File: src/sv/lstb_pkg.sv
// shared types and constants for the token bucket link shaper
package lstb_pkg;

    localparam int QueueDepthDefault = 32;
    localparam int MaxFrameDefault   = 1518;
    localparam int TokensPerByte     = 1000;

    typedef enum logic [1:0] {
        CMD_OFFER = 2'd0,
        CMD_TICK  = 2'd1,
        CMD_READ  = 2'd2,
        CMD_NONE  = 2'd3
    } cmd_t;

    typedef enum logic [2:0] {
        KIND_ADMIT   = 3'd0,
        KIND_LOST    = 3'd1,
        KIND_DROP    = 3'd2,
        KIND_RELEASE = 3'd3,
        KIND_TICK    = 3'd4,
        KIND_COUNTER = 3'd5
    } kind_t;

    typedef enum logic [2:0] {
        REG_LOSS   = 3'd0,
        REG_DELAY  = 3'd1,
        REG_QLIMIT = 3'd2,
        REG_BUCKET = 3'd3,
        REG_RATE   = 3'd4,
        REG_SILENT = 3'd5
    } reg_idx_t;

    typedef enum logic [3:0] {
        CNT_STALL_P = 4'd0,
        CNT_STALL_B = 4'd1,
        CNT_DROP_P  = 4'd2,
        CNT_DROP_B  = 4'd3,
        CNT_LOSS_P  = 4'd4,
        CNT_LOSS_B  = 4'd5,
        CNT_ENQ_P   = 4'd6,
        CNT_ENQ_B   = 4'd7,
        CNT_DEQ_P   = 4'd8,
        CNT_DEQ_B   = 4'd9,
        CNT_STO_P   = 4'd10,
        CNT_STO_B   = 4'd11
    } cnt_idx_t;

    typedef enum logic [2:0] {
        ST_IDLE,
        ST_FILL,
        ST_CHECK,
        ST_POP,
        ST_DONE,
        ST_EMIT,
        ST_ADD,
        ST_WAIT
    } state_t;

    // controller to datapath
    typedef struct packed {
        logic capture;
        logic offer;
        logic read;
        logic add_tokens;
        logic silent_arm;
        logic stall;
        logic pop_take;
        logic tick_done;
        logic emit_pop;
        logic out_load;
    } lstb_cmd_t;

    // datapath to controller
    typedef struct packed {
        logic fifo_empty;
        logic silent_mode;
        logic silent_due;
        logic head_young;
        logic shaping;
        logic tokens_ok;
        logic out_busy;
    } lstb_stat_t;

endpackage

File: src/sv/lstb_ctrl.sv
// controller state machine for the token bucket link shaper
module lstb_ctrl import lstb_pkg::*; (
    input  logic       clk,
    input  logic       rst_n,
    input  logic       in_fire,
    input  cmd_t       cmd,
    input  lstb_stat_t stat,
    output logic       busy,
    output lstb_cmd_t  ctl
);

    state_t state_reg, state_next;
    cmd_t   cmd_reg, cmd_next;

    always_ff @(posedge clk or negedge rst_n)
    begin
        if (!rst_n)
        begin
            state_reg <= ST_IDLE;
            cmd_reg   <= CMD_NONE;
        end
        else
        begin
            state_reg <= state_next;
            cmd_reg   <= cmd_next;
        end
    end

    assign busy = (state_reg != ST_IDLE);

    always_comb
    begin
        state_next = state_reg;
        cmd_next   = cmd_reg;
        ctl        = '0;
        unique case (state_reg)
            ST_IDLE:
            begin
                if (in_fire)
                begin
                    ctl.capture = 1'b1;
                    cmd_next    = cmd;
                    if (cmd == CMD_TICK)
                        state_next = ST_FILL;
                    else if (cmd != CMD_NONE)
                        state_next = ST_EMIT;
                end
            end
            ST_EMIT:
            begin
                // one-result commands: evaluate and load output
                if (!stat.out_busy)
                begin
                    ctl.offer    = (cmd_reg == CMD_OFFER);
                    ctl.read     = (cmd_reg == CMD_READ);
                    ctl.out_load = 1'b1;
                    state_next   = ST_IDLE;
                end
            end
            ST_FILL:
            begin
                if (stat.silent_mode)
                begin
                    if (stat.silent_due && !stat.fifo_empty)
                    begin
                        ctl.silent_arm = 1'b1;
                        state_next     = ST_POP;
                    end
                    else
                        state_next = ST_DONE;
                end
                else
                    state_next = ST_ADD;
            end
            ST_ADD:
            begin
                // fill product is registered by now, add and clamp
                ctl.add_tokens = 1'b1;
                state_next     = ST_CHECK;
            end
            ST_CHECK:
            begin
                if (stat.fifo_empty || stat.head_young)
                    state_next = ST_DONE;
                else if (stat.shaping && !stat.tokens_ok)
                begin
                    ctl.stall  = 1'b1;
                    state_next = ST_DONE;
                end
                else
                begin
                    ctl.pop_take = stat.shaping;
                    state_next   = ST_POP;
                end
            end
            ST_POP:
            begin
                if (!stat.out_busy)
                begin
                    ctl.emit_pop = 1'b1;
                    ctl.out_load = 1'b1;
                    state_next   = ST_WAIT;
                end
            end
            ST_WAIT:
            begin
                // new head descriptor is read in this cycle
                if (stat.silent_mode)
                    state_next = stat.fifo_empty ? ST_DONE : ST_POP;
                else
                    state_next = ST_CHECK;
            end
            ST_DONE:
            begin
                if (!stat.out_busy)
                begin
                    ctl.tick_done = 1'b1;
                    ctl.out_load  = 1'b1;
                    state_next    = ST_IDLE;
                end
            end
            default: state_next = ST_IDLE;
        endcase
    end

endmodule

File: config.mk
export PLATFORM = sky130hd
export DESIGN_NAME = lstb_ctrl
export DESIGN_NICKNAME = d
export VERILOG_FILES = /design/src/sv/lstb_pkg.sv /design/src/sv/lstb_ctrl.sv
export SDC_FILE = /design/constraint.sdc
export NUM_CORES = 1
export LEC_CHECK = 0
export ABC_AREA = 1
export BUFFER_PORTS_ARGS = -buffer_cell sky130_fd_sc_hd__buf_2
export CAP_MARGIN = 20
export CORE_AREA = 2 2 39 41
export CTS_CLUSTER_DIAMETER = 50
export DETAILED_ROUTE_END_ITERATION = 10
export DIE_AREA = 0 0 41 43
export PLACE_DENSITY = 0.66
export SYNTH_ARGS = -nofsm -noshare
export SYNTH_HDL_FRONTEND = slang
export SYNTH_SLANG_ARGS = --single-unit
File: constraint.sdc
create_clock -name clk -period 1.14 [get_ports clk]
set_input_delay 0.285 -clock clk [delete_from_list [all_inputs] [get_ports clk]]
set_output_delay 0.285 -clock clk [all_outputs]
set_load 0.01 [all_outputs]
==> metrics.yaml <==
outcome:
  outcome: "finished with violations"
  violations: "negative setup slack"
drt:
  via_count: 630
  drt-initial-drc-count: 5
  ant_nets: 0
  viasPerCell: 4.77
  wl_per_cell_um: 9.78
  dr.pass1.iters: 5
  drc: 0
  drt-total-wl_mm: 1.29
layout:
  largest_reg_flops: 3
  n_antenna_cell: 0
  nNetsFinal: 129
  syn_to_final_growth_pct: 78.4
  drive_gt1_frac: 0.560
  fin_util: 0.597
  finalInstanceArea_um2: 826
  fillCellCount: 123
  stdcell_count: 132
synth:
  synth_adder_area_share: 0
  avgSynthCellArea_um2: 6.09
  synth_xor_area_frac: 0
  synth_top_family_by_area: "simple AND/OR/NAND/NOR gates"
  synth_compound_area_frac: 0.0811
  synth_edf_count: 0
  synth_area_um2: 463
  synth_nets: 88
  ys.warnings.count: 0
  netlist_instances: 76
  post-synth-top-count-cell: "nand2_1"
  synth-seq-cells: 5
  synth-seq-area-share: 0.276
  netlist_top_cells_count: "17 x nand2_1, 15 x nor2_1, 11 x nand3_1"
  synthMuxAreaShare: 0
  yosys.area_share.simple: 0.546
  synthTopCellsByArea: "dfrtp_1 16%, nand2_1 14%, nor2_1 12%"
  synth_top_area_frac: 0.162
  synthFlopType: "dfrtp_1"
  synth_cell_types: 17
  ys_async_sr_fraction: 1.00
  yosysTopAreaCell: "dfrtp_1"
power:
  p_seq_frac: 0.228
  switchingPower_mw: 0.854
  powerDensity_mw_per_mm2: 2250
  p_comb_frac: 0.663
  p_int_mw: 1.00
  max-vdd-ir-drop_uv: 1360
  swShare: 0.460
  finalPower_mw: 1.86
  clkPwrFrac: 0.109
  p_leak_nw: 0.437
global_route:
  grt_overflow: 0
  grt_max_degree: 8
  antenna_found_initial: 0
  grt_pass1_vias: 579
  grt_first_pass_wirelength_mm: 2.19
  grt_use_total: 0.189
sta:
  setup_violations: 15
  fin_skew_ns: 0.00397
  layout_setup_ws_ns: -0.378
  fin_crit_sh: 1.33
  max_clock_freq_mhz: 659
  rsz0062_at_grt: "true"
  worst_slew_pin_slew_ns: 0.186
  fin_crit_ns: 1.52
  final_max_slew_viol_count: 0
  hold-worst-slack_ns: 0.289
  slew_headroom: 0.875
  finalHoldViolations: 0
placed_design:
  placed_cell_area_um2: 673
  dp_hpwl_um: 974
  dpl.cell_count: 120
  port_buffers: 22
  gp_congestion: 0.729
critical_path:
  cp.required_ns: 0.85
  crit_type: "reg -> out"
  crit_fanout: 6
  worstPathArrival_ns: 1.23
  r2r_setup_slack_ns: -0.06
  cp-end-kind: "output pin"
  cp-start-kind: "register"
die:
  ioPinCount: 23
  die_h_um: 43
  start_util: 0.335
  fp.dieArea_mm2: 0.00176
  coreArea_mm2: 0.00138
  fp.dieW_um: 41
  rows: 14
min_path:
  hold_path.class: "in -> reg"
clock_tree:
  htree_levels: 1
  numCtsBuffers: 3
  tritoncts: "yes"
  clk_pin_slew_worst_paths_ns: 0.04
  cts.sink_count: 5
  clock_latency_ns: 0.25
  root_buffer: "clkbuf_4"
  clock_path_buffers: 2
run:
  maxCapViolations: 0
==> logic make-up after synthesis <==
logic type	after synthesis
buffers and inverters	11
AO/OA/AOI/OAI	7
flip-flops	5
AND/OR/NAND/NOR	53
==> cell type report <==
type / instances / area (um^2) / area share
Multi-Input combinational cell: 60 / 379 / 0.459
Timing Repair Buffer: 37 / 230 / 0.279
Sequential cell: 5 / 130 / 0.158
Tap cell: 16 / 20.0 / 0.0242
Clock buffer: 4 / 26.3 / 0.0318
Inverter: 10 / 40.0 / 0.0485
==> stage by stage <==
step | worst slack (ns) | setup TNS (ns)
after global routing | -0.453 | -5.03
after detailed placement | -0.209 | -1.82
final | -0.378 | -3.83
after floorplan | -0.0613 | -0.290
after global placement | -0.179 | -1.49
after CTS | -0.378 | -3.67
==> worst max-delay path: stages, from the launching register on <==
cell and delay (ns):
dfrtp_2 0.44, nor2_4 0.19, nand2_4 0.09, nor4_4 0.11, buf_2 0.16
==> layout by cell type, fill, tap and decap left out, drive strengths merged <==
| cell type | instances |
|---|---|
| nand2 | 18 |
| clkbuf | 4 |
| o21ai | 3 |
| dlygate4sd3 | 1 |
| nor2 | 17 |
| a21oi | 3 |
| nor3 | 3 |
| o21a | 1 |
| nand3 | 12 |
| dfrtp | 3 |
| dfstp | 2 |
| nor4 | 3 |
| buf | 36 |
| inv | 10 |
==> power by group through the flow <==
stage	logic, mW	clock network (mW)	registers, mW
after floorplan	0.607	0	0.377
after global placement	0.857	0	0.422
after detailed placement	0.864	0	0.426
after CTS	1.08	0.205	0.411
after global routing	1.36	0.230	0.445
final	1.23	0.203	0.424
==> repair_timing <==
action	in CTS	in global routing
endpoints found under the setup margin	16	16
hold buffers	1	0
setup buffers	7	3
gates resized for setup	12	9
pin swaps	9	5
hold endpoints to repair	3	0
cloned	0	0
==> final timing paths <==
path,startpoint,endpoint,cells past startpoint
min in group asynchronous,rst_n,state_reg[2],2
max in group asynchronous,rst_n,cmd_reg[1],2
worst min-delay path,cmd[1],cmd_reg[1],3
worst max register to register,state_reg[0],state_reg[2],7
worst min register to register,cmd_reg[0],cmd_reg[0],1
worst max-delay path,state_reg[0],ctl[4],4
==> layer usage <==
metal  up-vias  GRT usage  share of wire
met2        13      0.281           0.52
li1        333          -              -
met3         4     0.0785          0.040
met1       280      0.220           0.42
met5         -          0              0
met4         0      0.100          0.023
Power figures use the tool's default switching activity.
